## config.mk

```make
export PLATFORM = sky130hd
export DESIGN_NAME = line_polyline_intersect
export DESIGN_NICKNAME = d
export VERILOG_FILES = /design/src/design/lpi_pkg.sv /design/src/design/line_polyline_intersect.sv /design/src/design/lpi_fifo.sv /design/src/design/lpi_front.sv /design/src/design/lpi_div.sv /design/src/design/lpi_back.sv
export SDC_FILE = /design/constraint.sdc
export NUM_CORES = 2
export LEC_CHECK = 0
export BUFFER_PORTS_ARGS = -buffer_cell sky130_fd_sc_hd__buf_2
export CORE_UTILIZATION = 50
export CTS_CLUSTER_SIZE = 24
export DETAILED_ROUTE_END_ITERATION = 8
export PLACE_DENSITY = 0.7
export SLEW_MARGIN = 25
export SYNTH_ARGS = -nofsm -noshare
export SYNTH_HDL_FRONTEND = slang
export SYNTH_HIERARCHICAL = 1
export SYNTH_SLANG_ARGS = --single-unit
```

## constraint.sdc

```tcl
create_clock -name clk -period 10.3 [get_ports clk]
set_input_delay 0.515 -clock clk [delete_from_list [all_inputs] [get_ports clk]]
set_output_delay 0.515 -clock clk [all_outputs]
set_load 0.005 [all_outputs]
```

## src/design/lpi_pkg.sv

```systemverilog
package lpi_pkg;

	// hit counter
	localparam int COUNT_W = 16;
	localparam logic [COUNT_W-1:0] COUNT_MAX = 16'hFFFF;

	// entries in the queue between the front and the back
	localparam int QUEUE_DEPTH = 2;

	// register map: four 32-bit registers at byte address 4*index
	localparam int ADDR_W = 4;
	localparam logic [1:0] REG_START_X = 2'd0;
	localparam logic [1:0] REG_START_Y = 2'd1;
	localparam logic [1:0] REG_END_X   = 2'd2;
	localparam logic [1:0] REG_END_Y   = 2'd3;

	localparam int START_X_RST = 0;
	localparam int START_Y_RST = 0;
	localparam int END_X_RST   = 6963;
	localparam int END_Y_RST   = 4096;

endpackage

```

## src/design/line_polyline_intersect.sv

```systemverilog
// Line / polyline intersection.
// s_* carries polyline vertices: tdata = vertex_x, vertex_y; tuser = first_vertex,
// which starts a new polyline and clears the hit count. Every vertex after the
// first closes a segment, which is tested against the line held in the four
// APB registers (start x/y at 0x0/0x4, end x/y at 0x8/0xC).
// m_* returns exactly one word per vertex: tuser = hit; tdata = point_x, point_y,
// hit_count. The point is zero when hit is low; the count saturates.
// A vertex that closes a crossing segment holds the back end while it steps through
// leaving the queue, two side products, a check, two offset products, a divider start,
// the radix-2 divider steps and done flag, and loading the output; the back end takes
// no new vertex before it is through with the last one.
// A two-entry queue sits between the vertex front end and the back end, so vertices
// keep being taken while a result waits in the output register. When m_tready is
// low the back end holds its finished word, the queue fills and s_tready drops.
// Reset clears the previous vertex, the hit count, the queue and the output, and
// loads the line registers with start (0, 0) and end (6963, 4096).
// Write the line registers only while no vertex is in flight.
module line_polyline_intersect #(
	parameter int COORD_WIDTH = 16
) (
	input  logic                                   clk,
	input  logic                                   arst_n,
	input  logic                                   s_tvalid,
	output logic                                   s_tready,
	// vertex_x, vertex_y
	input  logic [((2*COORD_WIDTH+7)/8)*8-1:0]     s_tdata,
	// first_vertex
	input  logic [0:0]                             s_tuser,
	output logic                                   m_tvalid,
	input  logic                                   m_tready,
	// point_x, point_y, hit_count, zero fill
	output logic [((2*COORD_WIDTH+lpi_pkg::COUNT_W+7)/8)*8-1:0] m_tdata,
	// hit
	output logic [0:0]                             m_tuser,
	input  logic                                   psel,
	input  logic                                   penable,
	input  logic                                   pwrite,
	input  logic [lpi_pkg::ADDR_W-1:0]             paddr,
	input  logic [31:0]                            pwdata,
	output logic [31:0]                            prdata,
	output logic                                   pready
);
	import lpi_pkg::*;

	localparam int W      = COORD_WIDTH;
	localparam int JOB_W  = 6 * W + 4;
	localparam int OUT_DW = ((2 * W + COUNT_W + 7) / 8) * 8;

	logic signed [W-1:0] start_x_q, start_y_q, end_x_q, end_y_q;
	logic                cfg_wr;
	logic [1:0]          reg_idx;

	logic                push, q_full, q_valid, q_pop;
	logic [JOB_W-1:0]    job_w, job_r;

	logic                out_hit;
	logic signed [W-1:0] out_px, out_py;
	logic [COUNT_W-1:0]  out_count;

	assign pready  = 1'b1;
	assign cfg_wr  = psel && penable && pwrite && pready;
	assign reg_idx = paddr[ADDR_W-1:2];

	always_ff @(posedge clk or negedge arst_n) begin
		if (!arst_n) begin
			start_x_q <= W'(START_X_RST);
			start_y_q <= W'(START_Y_RST);
			end_x_q   <= W'(END_X_RST);
			end_y_q   <= W'(END_Y_RST);
		end else if (cfg_wr) begin
			unique case (reg_idx)
				REG_START_X: start_x_q <= pwdata[W-1:0];
				REG_START_Y: start_y_q <= pwdata[W-1:0];
				REG_END_X:   end_x_q   <= pwdata[W-1:0];
				REG_END_Y:   end_y_q   <= pwdata[W-1:0];
				default:     start_x_q <= start_x_q;
			endcase
		end
	end

	always_comb begin
		unique case (reg_idx)
			REG_START_X: prdata = 32'(start_x_q);
			REG_START_Y: prdata = 32'(start_y_q);
			REG_END_X:   prdata = 32'(end_x_q);
			REG_END_Y:   prdata = 32'(end_y_q);
			default:     prdata = '0;
		endcase
	end

	lpi_front #(
		.W (W)
	) u_front (
		.clk          (clk),
		.arst_n       (arst_n),
		.s_valid      (s_tvalid),
		.s_ready      (s_tready),
		.vertex_x     (s_tdata[W-1:0]),
		.vertex_y     (s_tdata[2*W-1:W]),
		.first_vertex (s_tuser[0]),
		.q_full       (q_full),
		.push         (push),
		.job          (job_w)
	);

	lpi_fifo #(
		.WIDTH (JOB_W),
		.DEPTH (QUEUE_DEPTH)
	) u_queue (
		.clk       (clk),
		.arst_n    (arst_n),
		.push      (push),
		.wdata     (job_w),
		.full      (q_full),
		.pop       (q_pop),
		.not_empty (q_valid),
		.rdata     (job_r)
	);

	lpi_back #(
		.W (W)
	) u_back (
		.clk          (clk),
		.arst_n       (arst_n),
		.line_start_x (start_x_q),
		.line_start_y (start_y_q),
		.line_end_x   (end_x_q),
		.line_end_y   (end_y_q),
		.job_valid    (q_valid),
		.job          (job_r),
		.job_pop      (q_pop),
		.out_valid    (m_tvalid),
		.out_ready    (m_tready),
		.out_hit      (out_hit),
		.out_px       (out_px),
		.out_py       (out_py),
		.out_count    (out_count)
	);

	assign m_tdata    = OUT_DW'({out_count, out_py, out_px});
	assign m_tuser[0] = out_hit;

endmodule

```

## src/design/lpi_fifo.sv

```systemverilog
module lpi_fifo #(
	parameter int WIDTH = 100,
	parameter int DEPTH = 2
) (
	input  logic             clk,
	input  logic             arst_n,
	input  logic             push,
	input  logic [WIDTH-1:0] wdata,
	output logic             full,
	input  logic             pop,
	output logic             not_empty,
	output logic [WIDTH-1:0] rdata
);

	// DEPTH must be a power of two so the pointers wrap on their own; the block does not check it
	localparam int AW   = (DEPTH > 1) ? $clog2(DEPTH) : 1;
	localparam int CNTW = $clog2(DEPTH + 1);

	logic [WIDTH-1:0] mem_q [DEPTH];
	logic [AW-1:0]    wr_q;
	logic [AW-1:0]    rd_q;
	logic [CNTW-1:0]  cnt_q;

	assign full      = (cnt_q == CNTW'(DEPTH));
	assign not_empty = (cnt_q != '0);
	assign rdata     = mem_q[rd_q];

	always_ff @(posedge clk or negedge arst_n) begin
		if (!arst_n) begin
			wr_q  <= '0;
			rd_q  <= '0;
			cnt_q <= '0;
		end else begin
			if (push)
				wr_q <= wr_q + AW'(1);
			if (pop)
				rd_q <= rd_q + AW'(1);
			if (push && !pop)
				cnt_q <= cnt_q + CNTW'(1);
			else if (pop && !push)
				cnt_q <= cnt_q - CNTW'(1);
		end
	end

	always_ff @(posedge clk) begin
		if (push)
			mem_q[wr_q] <= wdata;
	end

endmodule

```

## src/design/lpi_front.sv

```systemverilog
module lpi_front #(
	parameter int W = 16
) (
	input  logic                clk,
	input  logic                arst_n,
	input  logic                s_valid,
	output logic                s_ready,
	input  logic signed [W-1:0] vertex_x,
	input  logic signed [W-1:0] vertex_y,
	input  logic                first_vertex,
	input  logic                q_full,
	output logic                push,
	output logic [6*W+3:0]      job
);

	typedef struct packed {
		logic              seg;
		logic              clr;
		logic signed [W-1:0] p1x;
		logic signed [W-1:0] p1y;
		logic signed [W-1:0] p2x;
		logic signed [W-1:0] p2y;
		logic signed [W:0]   dtx;
		logic signed [W:0]   dty;
	} job_t;

	logic                have_prev_q;
	logic signed [W-1:0] prev_x_q;
	logic signed [W-1:0] prev_y_q;
	job_t                job_s;

	assign s_ready = !q_full;
	assign push    = s_valid && !q_full;

	// a vertex closes a segment only when a previous one exists in this polyline
	always_comb begin
		job_s.seg = have_prev_q && !first_vertex;
		job_s.clr = first_vertex;
		job_s.p1x = prev_x_q;
		job_s.p1y = prev_y_q;
		job_s.p2x = vertex_x;
		job_s.p2y = vertex_y;
		job_s.dtx = (W+1)'(vertex_x) - (W+1)'(prev_x_q);
		job_s.dty = (W+1)'(vertex_y) - (W+1)'(prev_y_q);
	end

	assign job = job_s;

	always_ff @(posedge clk or negedge arst_n) begin
		if (!arst_n) begin
			have_prev_q <= 1'b0;
			prev_x_q    <= '0;
			prev_y_q    <= '0;
		end else if (push) begin
			have_prev_q <= 1'b1;
			prev_x_q    <= vertex_x;
			prev_y_q    <= vertex_y;
		end
	end

endmodule

```

## src/design/lpi_div.sv

```systemverilog
module lpi_div #(
	parameter int NW = 52,
	parameter int DW = 36,
	parameter int QB = 17
) (
	input  logic          clk,
	input  logic          arst_n,
	input  logic          start,
	input  logic [NW-1:0] nx,
	input  logic [NW-1:0] ny,
	input  logic [DW-1:0] d,
	output logic          busy,
	output logic          done,
	output logic [QB-1:0] qx,
	output logic [QB-1:0] qy
);

	localparam int CW = $clog2(QB + 1);

	// the upper part of the dividend is below d, so QB steps give the whole quotient
	logic [DW-1:0] rx_q, ry_q;
	logic [QB-1:0] shx_q, shy_q;
	logic [CW-1:0] cnt_q;
	logic          busy_q, done_q;
	logic [DW:0]   tx, ty, dd;
	logic          gex, gey;

	assign dd  = {1'b0, d};
	assign tx  = {rx_q, shx_q[QB-1]};
	assign ty  = {ry_q, shy_q[QB-1]};
	assign gex = (tx >= dd);
	assign gey = (ty >= dd);

	assign busy = busy_q;
	assign done = done_q;
	assign qx   = shx_q;
	assign qy   = shy_q;

	always_ff @(posedge clk or negedge arst_n) begin
		if (!arst_n) begin
			busy_q <= 1'b0;
			done_q <= 1'b0;
			cnt_q  <= '0;
		end else begin
			done_q <= 1'b0;
			if (start) begin
				busy_q <= 1'b1;
				cnt_q  <= CW'(QB);
			end else if (busy_q) begin
				cnt_q <= cnt_q - CW'(1);
				if (cnt_q == CW'(1)) begin
					busy_q <= 1'b0;
					done_q <= 1'b1;
				end
			end
		end
	end

	// remainder shifts in one dividend bit a step; quotient bits fill in behind it
	always_ff @(posedge clk) begin
		if (start) begin
			rx_q  <= DW'(nx >> QB);
			ry_q  <= DW'(ny >> QB);
			shx_q <= nx[QB-1:0];
			shy_q <= ny[QB-1:0];
		end else if (busy_q) begin
			rx_q  <= gex ? DW'(tx - dd) : tx[DW-1:0];
			ry_q  <= gey ? DW'(ty - dd) : ty[DW-1:0];
			shx_q <= {shx_q[QB-2:0], gex};
			shy_q <= {shy_q[QB-2:0], gey};
		end
	end

endmodule

```

## src/design/lpi_back.sv

```systemverilog
module lpi_back #(
	parameter int W = 16
) (
	input  logic                            clk,
	input  logic                            arst_n,
	input  logic signed [W-1:0]             line_start_x,
	input  logic signed [W-1:0]             line_start_y,
	input  logic signed [W-1:0]             line_end_x,
	input  logic signed [W-1:0]             line_end_y,
	input  logic                            job_valid,
	input  logic [6*W+3:0]                  job,
	output logic                            job_pop,
	output logic                            out_valid,
	input  logic                            out_ready,
	output logic                            out_hit,
	output logic signed [W-1:0]             out_px,
	output logic signed [W-1:0]             out_py,
	output logic [lpi_pkg::COUNT_W-1:0]     out_count
);
	import lpi_pkg::*;

	localparam int A   = W + 2;       // multiplier operand
	localparam int PW  = 2 * A;       // product, side value
	localparam int AFW = 2 * W + 2;   // |f1|
	localparam int ADW = 2 * W + 3;   // |f1 - f2|
	localparam int DW  = 2 * W + 4;   // divisor 2|den|
	localparam int QB  = W + 1;       // quotient bits
	localparam int NW  = 3 * W + 4;   // dividend 2|f1||delta| + |den|

	typedef struct packed {
		logic              seg;
		logic              clr;
		logic signed [W-1:0] p1x;
		logic signed [W-1:0] p1y;
		logic signed [W-1:0] p2x;
		logic signed [W-1:0] p2y;
		logic signed [W:0]   dtx;
		logic signed [W:0]   dty;
	} job_t;

	typedef enum logic [8:0] {
		ST_IDLE  = 9'b000000001,
		ST_MUL1  = 9'b000000010,
		ST_MUL2  = 9'b000000100,
		ST_CHK   = 9'b000001000,
		ST_MULLO = 9'b000010000,
		ST_MULHI = 9'b000100000,
		ST_DIVST = 9'b001000000,
		ST_DIV   = 9'b010000000,
		ST_DONE  = 9'b100000000
	} state_t;

	state_t              state_q;
	job_t                job_in, job_q;
	logic [COUNT_W-1:0]  count_q;

	logic signed [W:0]   ldx, ldy, r1x, r1y, r2x, r2y;
	logic signed [A-1:0] op_ax, op_ay, op_bx, op_by;
	logic signed [PW-1:0] ma_q, mb_q, f1_q, f2, den, af_full, ad_full;
	logic                f1_neg, f2_neg, f1_zero, f2_zero, straddle, cand;
	logic [AFW-1:0]      af_q;
	logic [ADW-1:0]      ad_q;
	logic [W:0]          adx_q, ady_q;
	logic [NW-1:0]       nlo_x_q, nlo_y_q, div_nx, div_ny;
	logic [DW-1:0]       div_d;
	logic                div_start, div_busy, div_done;
	logic [QB-1:0]       qx, qy;
	logic [W+1:0]        sum_x, sum_y;
	logic signed [W-1:0] ix, iy, box_x_lo, box_x_hi, box_y_lo, box_y_hi;
	logic                hit_now;

	logic                res_hit_q;
	logic signed [W-1:0] res_px_q, res_py_q;
	logic                out_valid_q, out_hit_q;
	logic signed [W-1:0] out_px_q, out_py_q;
	logic [COUNT_W-1:0]  out_count_q;
	logic                out_load;

	assign job_in  = job;
	assign job_pop = (state_q == ST_IDLE) && job_valid;

	assign ldx = (W+1)'(line_end_x) - (W+1)'(line_start_x);
	assign ldy = (W+1)'(line_end_y) - (W+1)'(line_start_y);
	assign r1x = (W+1)'(job_q.p1x) - (W+1)'(line_start_x);
	assign r1y = (W+1)'(job_q.p1y) - (W+1)'(line_start_y);
	assign r2x = (W+1)'(job_q.p2x) - (W+1)'(line_start_x);
	assign r2y = (W+1)'(job_q.p2y) - (W+1)'(line_start_y);

	// two multipliers: side terms first, then |f1| times |delta| in two halves
	always_comb begin
		op_ax = '0;
		op_ay = '0;
		op_bx = '0;
		op_by = '0;
		unique case (state_q)
			ST_MUL1: begin
				op_ax = A'(ldy);
				op_ay = A'(r1x);
				op_bx = A'(ldx);
				op_by = A'(r1y);
			end
			ST_MUL2: begin
				op_ax = A'(ldy);
				op_ay = A'(r2x);
				op_bx = A'(ldx);
				op_by = A'(r2y);
			end
			ST_MULLO: begin
				op_ax = A'(af_q[W:0]);
				op_ay = A'(adx_q);
				op_bx = A'(af_q[W:0]);
				op_by = A'(ady_q);
			end
			ST_MULHI: begin
				op_ax = A'(af_q[AFW-1:W+1]);
				op_ay = A'(adx_q);
				op_bx = A'(af_q[AFW-1:W+1]);
				op_by = A'(ady_q);
			end
			default: begin
				op_ax = '0;
			end
		endcase
	end

	// crossing test on the two side values
	assign f2       = ma_q - mb_q;
	assign f1_neg   = f1_q[PW-1];
	assign f2_neg   = f2[PW-1];
	assign f1_zero  = (f1_q == '0);
	assign f2_zero  = (f2 == '0);
	assign straddle = (f1_neg || f1_zero) ? (!f2_neg || f2_zero) : (f2_neg || f2_zero);
	assign cand     = (f1_q != f2) && straddle;
	assign den      = f1_q - f2;
	assign af_full  = f1_neg ? -f1_q : f1_q;
	assign ad_full  = den[PW-1] ? -den : den;

	// round to nearest: (2|f1||delta| + |den|) / (2|den|)
	assign div_nx    = nlo_x_q + (NW'(ma_q[AFW-1:0]) << (W + 2));
	assign div_ny    = nlo_y_q + (NW'(mb_q[AFW-1:0]) << (W + 2));
	assign div_d     = DW'(ad_q) << 1;
	assign div_start = (state_q == ST_DIVST);

	lpi_div #(
		.NW (NW),
		.DW (DW),
		.QB (QB)
	) u_div (
		.clk    (clk),
		.arst_n (arst_n),
		.start  (div_start),
		.nx     (div_nx),
		.ny     (div_ny),
		.d      (div_d),
		.busy   (div_busy),
		.done   (div_done),
		.qx     (qx),
		.qy     (qy)
	);

	// the offset points from the earlier vertex toward the later one
	assign sum_x = (W+2)'(job_q.p1x) + (job_q.dtx[W] ? -(W+2)'(qx) : (W+2)'(qx));
	assign sum_y = (W+2)'(job_q.p1y) + (job_q.dty[W] ? -(W+2)'(qy) : (W+2)'(qy));
	assign ix    = signed'(sum_x[W-1:0]);
	assign iy    = signed'(sum_y[W-1:0]);

	assign box_x_lo = (line_start_x < line_end_x) ? line_start_x : line_end_x;
	assign box_x_hi = (line_start_x < line_end_x) ? line_end_x : line_start_x;
	assign box_y_lo = (line_start_y < line_end_y) ? line_start_y : line_end_y;
	assign box_y_hi = (line_start_y < line_end_y) ? line_end_y : line_start_y;
	assign hit_now  = (ix >= box_x_lo) && (ix <= box_x_hi) &&
	                  (iy >= box_y_lo) && (iy <= box_y_hi);

	// load the output register once it is free or being taken
	assign out_load = (state_q == ST_DONE) && (!out_valid_q || out_ready);

	always_ff @(posedge clk or negedge arst_n) begin
		if (!arst_n) begin
			state_q     <= ST_IDLE;
			count_q     <= '0;
			out_valid_q <= 1'b0;
		end else begin
			if (out_load)
				out_valid_q <= 1'b1;
			else if (out_ready)
				out_valid_q <= 1'b0;
			unique case (state_q)
				ST_IDLE: begin
					if (job_valid) begin
						if (job_in.clr)
							count_q <= '0;
						state_q <= job_in.seg ? ST_MUL1 : ST_DONE;
					end
				end
				ST_MUL1:  state_q <= ST_MUL2;
				ST_MUL2:  state_q <= ST_CHK;
				ST_CHK:   state_q <= cand ? ST_MULLO : ST_DONE;
				ST_MULLO: state_q <= ST_MULHI;
				ST_MULHI: state_q <= ST_DIVST;
				ST_DIVST: state_q <= ST_DIV;
				ST_DIV: begin
					if (div_done) begin
						if (hit_now && count_q != COUNT_MAX)
							count_q <= count_q + COUNT_W'(1);
						state_q <= ST_DONE;
					end
				end
				ST_DONE: begin
					if (out_load)
						state_q <= ST_IDLE;
				end
				default: state_q <= ST_IDLE;
			endcase
		end
	end

	always_ff @(posedge clk) begin
		if (job_pop) begin
			job_q     <= job_in;
			res_hit_q <= 1'b0;
			res_px_q  <= '0;
			res_py_q  <= '0;
		end
		if (state_q == ST_MUL1 || state_q == ST_MUL2 ||
		    state_q == ST_MULLO || state_q == ST_MULHI) begin
			ma_q <= op_ax * op_ay;
			mb_q <= op_bx * op_by;
		end
		if (state_q == ST_MUL2)
			f1_q <= ma_q - mb_q;
		if (state_q == ST_CHK) begin
			af_q  <= af_full[AFW-1:0];
			ad_q  <= ad_full[ADW-1:0];
			adx_q <= job_q.dtx[W] ? -job_q.dtx : job_q.dtx;
			ady_q <= job_q.dty[W] ? -job_q.dty : job_q.dty;
		end
		if (state_q == ST_MULHI) begin
			nlo_x_q <= (NW'(ma_q[AFW-1:0]) << 1) + NW'(ad_q);
			nlo_y_q <= (NW'(mb_q[AFW-1:0]) << 1) + NW'(ad_q);
		end
		if (state_q == ST_DIV && div_done && hit_now) begin
			res_hit_q <= 1'b1;
			res_px_q  <= ix;
			res_py_q  <= iy;
		end
		if (out_load) begin
			out_hit_q   <= res_hit_q;
			out_px_q    <= res_px_q;
			out_py_q    <= res_py_q;
			out_count_q <= count_q;
		end
	end

	assign out_valid = out_valid_q;
	assign out_hit   = out_hit_q;
	assign out_px    = out_px_q;
	assign out_py    = out_py_q;
	assign out_count = out_count_q;

	a_div_free: assert property (@(posedge clk) disable iff (!arst_n)
		(state_q == ST_DIVST) |-> !div_busy)
		else $error("divider started while busy");

	a_div_done_state: assert property (@(posedge clk) disable iff (!arst_n)
		div_done |-> (state_q == ST_DIV))
		else $error("divider finished outside its wait state");

	a_hit_counted: assert property (@(posedge clk) disable iff (!arst_n)
		(out_valid_q && out_hit_q) |-> (out_count_q != '0))
		else $error("hit reported with zero count");

	a_count_drop: assert property (@(posedge clk) disable iff (!arst_n)
		(count_q < $past(count_q)) |-> $past(job_pop && job_in.clr))
		else $error("hit count dropped without a new polyline");

endmodule

```

==> qor.yml <==
status: "finished, final reports clean"
drt_first_pass_iters: 9
vias: 63460
die_x_um: 410.8
hold_class: "in -> reg"
clk_path_buf_depth: 3
cts_tree: "built"
drt_iter0_markers: 6120
path_common_cell: "fa_1"
die_y_um: 410.8
globalplace.congestion: 1.030
ios: 160
std_cell_rows: 149
insertion_delay_ns: 0.79
cts_num_sinks: 902
cap_violations: 0
ant_nets: 0
drive_gt1_share_pct: 10.38
synth_seq_area_share_pct: 31.59
avgRoutedWirePerCell_um: 23.54
synth_area_mm2: 0.08357
synth_top_area_cell: "edfxtp_1"
drt-vias-per-instance: 5.930
remaining_drc_errors: 0
cpMaxStageDelayCell: "fa_1"
path_class: "reg -> reg"
grt_max_degree: 105
worstPathArrival_ns: 10.32
ys_types: 121
slew_headroom_pct: 26.05
final.min_clock_period_ns: 9.844
finalNetCount: 9839
finalHoldViolCount: 0
path_clk_slew_ns: 0.07
antenna_found_initial: 6
netlist_instances: 8274
core_area_mm2: 0.1654
setup_viol: 0
start_util_pct: 50.54
maxSlewViolCount: 0
gr-total-overflow: 0
cp.required_ns: 10.78
fin_skew_ns: 0.06840
power_density_mw_per_mm2: 237.1
track_usage_pct: 29.89
ir_drop_mv: 0.2507
synth-edff-count: 765
cts_max_level: 3
grt_pass1_vias: 63830
die_area_mm2: 0.1688
numCtsBuffers: 101
syn_avg_cell_area_um2: 10.10
synth_seq_cells: 902
area_growth_pct: 8.853
end_kind: "flop"
yosysTopAreaCellShare_pct: 27.49
tightestPinTransition_ns: 1.099
yosys-top-cells-area: "edfxtp_1 (27%), fa_1 (16%), ha_1 (10%)"
ys_async_sr_fraction_pct: 14.86
slowest_delay_ns: 0.57
max_freq_ghz: 0.1016
fin_crit_sh_pct: 95.57
p_leak_nw: 40.51
wl_um: 251900
power.total_mw: 21.57
cp-start-kind: "flop"
synth-main-ff-cell: "edfxtp_1"
io_buffers: 140
yosys_warnings: 6
detailed_place_hpwl_um: 201100
whs_ns: 0.05001
fin_setup_tns_ns: 0
cts_root_buf: "clkbuf_16"
grt_first_pass_wirelength_um: 380900
critPathMaxFanout: 5
[cell usage in the layout (no fill, tap or decap), drive strengths merged, types with 89 or more instances in the layout]
cell	netlist	routed
dfrtp	124	124
nand2	764	764
a21oi	426	426
xnor2	389	389
ha	665	665
o21ai	321	321
clkbuf	198	133
nor3	145	145
nand2b	89	89
inv	1152	1159
nor2	491	491
mux2	236	236
and3	90	90
buf	105	309
a21o	191	191
nand3	131	131
fa	677	677
xor2	141	141
edfxtp	765	765
nor2b	93	93
and2	102	102
[worst max-delay path: cells and delay by family (launching register included)]
family / cells / cell delay, ns
XOR/XNOR: 2 / 0.38
buffers and inverters: 6 / 0.57
AND/OR/NAND/NOR: 7 / 1.10
adder cells (fa/ha/maj): 9 / 3.96
flip-flops: 1 / 0.48
AO/OA/AOI/OAI: 15 / 3.05
[metrics by stage]
| stage | cell area [um2] | setup slack [ns] | cells | utilization [%] |
|---|---|---|---|---|
| finish | 90970 | 0.4564 | 10700 | 55.01 |
| global route | 90960 | -0.01319 | 10700 | 55.01 |
| CTS | 90770 | 0.07926 | 10690 | 54.89 |
| detailed placement | 86880 | 0.01865 | 10470 | 52.54 |
| global placement | 86860 | 0.2300 | 10470 | 52.53 |
| floorplan | 83580 | 0.3351 | 8275 | - |
[cell type report]
class | instances | area [um2]
Fill cell | 14160 | 74390
Multi-Input combinational cell | 5917 | 51580
Sequential cell | 902 | 26400
Inverter | 1153 | 4335
Clock buffer | 133 | 2799
Tap cell | 2189 | 2739
Timing Repair Buffer | 346 | 2400
Clock inverter | 58 | 700.7
Antenna cell | 4 | 10.01
[metal layers]
metal  global-route usage (%)  part of all wire, %  vias to the layer above  routed length (um)
met4                    13.81                  5.3                        2               13430
met5                        0               0.0048                        -                  12
met3                    7.111                  9.7                      637               24360
met1                    39.00                   40                    31310              101500
li1                         -                    -                    28770                   -
met2                    47.01                   45                     2742              112500
[power by group]
| group | switching (mW) | internal, mW |
|---|---|---|
| Combinational | 6.97 | 4.48 |
| Sequential | 0.954 | 5.38 |
| Clock | 1.58 | 2.21 |
[cells in the mapped netlist, drive strengths merged, types with 93 or more instances]
| cell type | number |
|---|---|
| a21oi | 426 |
| a21o | 191 |
| xnor2 | 389 |
| mux2 | 236 |
| nand3 | 131 |
| clkbuf | 198 |
| nand2 | 764 |
| xor2 | 141 |
| ha | 665 |
| dfrtp | 124 |
| and2 | 102 |
| edfxtp | 765 |
| inv | 1152 |
| fa | 677 |
| nor3 | 145 |
| nor2b | 93 |
| o21ai | 321 |
| buf | 105 |
| nor2 | 491 |
[path summary, 6_finish.rpt]
check,from,end,slack (ns),cells past startpoint
max in group asynchronous,arst_n,start_x_q[1],8.44,3
hold / removal,pwdata[7],start_y_q[7],0.05,2
setup reg to reg,u_back/job_q[82],u_back/ma_q[35],0.46,39
setup / recovery,u_back/job_q[82],u_back/ma_q[35],0.46,39
min in group asynchronous,arst_n,u_front/prev_x_q[11],0.37,2
hold reg to reg,u_back/res_px_q[13],u_back/out_px[13],0.42,0
[registers in the layout (all words and copies together) (netlist names), 17 cells and up]
signal	count
u_back/adx_q	17
u_back/job_q	98
u_back/u_div/qx	17
u_back/ma_q	36
u_back/u_div/qy	17
u_back/af_q	34
u_back/nlo_y_q	36
u_back/nlo_x_q	35
u_back/f1_q	36
u_queue/mem_q	200
u_back/ad_q	35
u_back/u_div/ry_q	36
u_back/u_div/rx_q	36
u_back/ady_q	17
u_back/mb_q	36
[repair_timing]
action / in CTS / in global routing
hold endpoints to repair: 161 / 0
setup buffers: 0 / 3
pin swaps: 0 / 6
endpoints found under the setup margin: 1 / 13
hold buffers: 37 / 0
resized for setup: 2 / 52
cloned: 0 / 0
[logic make-up after synthesis]
kind of cell    count (synthesis)  share of synthesized area, %
simple gates                 2169                         12.38
compound gates               1547                         12.24
buf+inv                      1456                         7.062
fa+ha+maj                    1342                         26.17
flops                         902                         31.59
xor+xnor                      530                         5.572
mux                           326                         4.969
other cells                     2                      0.008986
No activity file was read; power rests on OpenSTA's default activity.
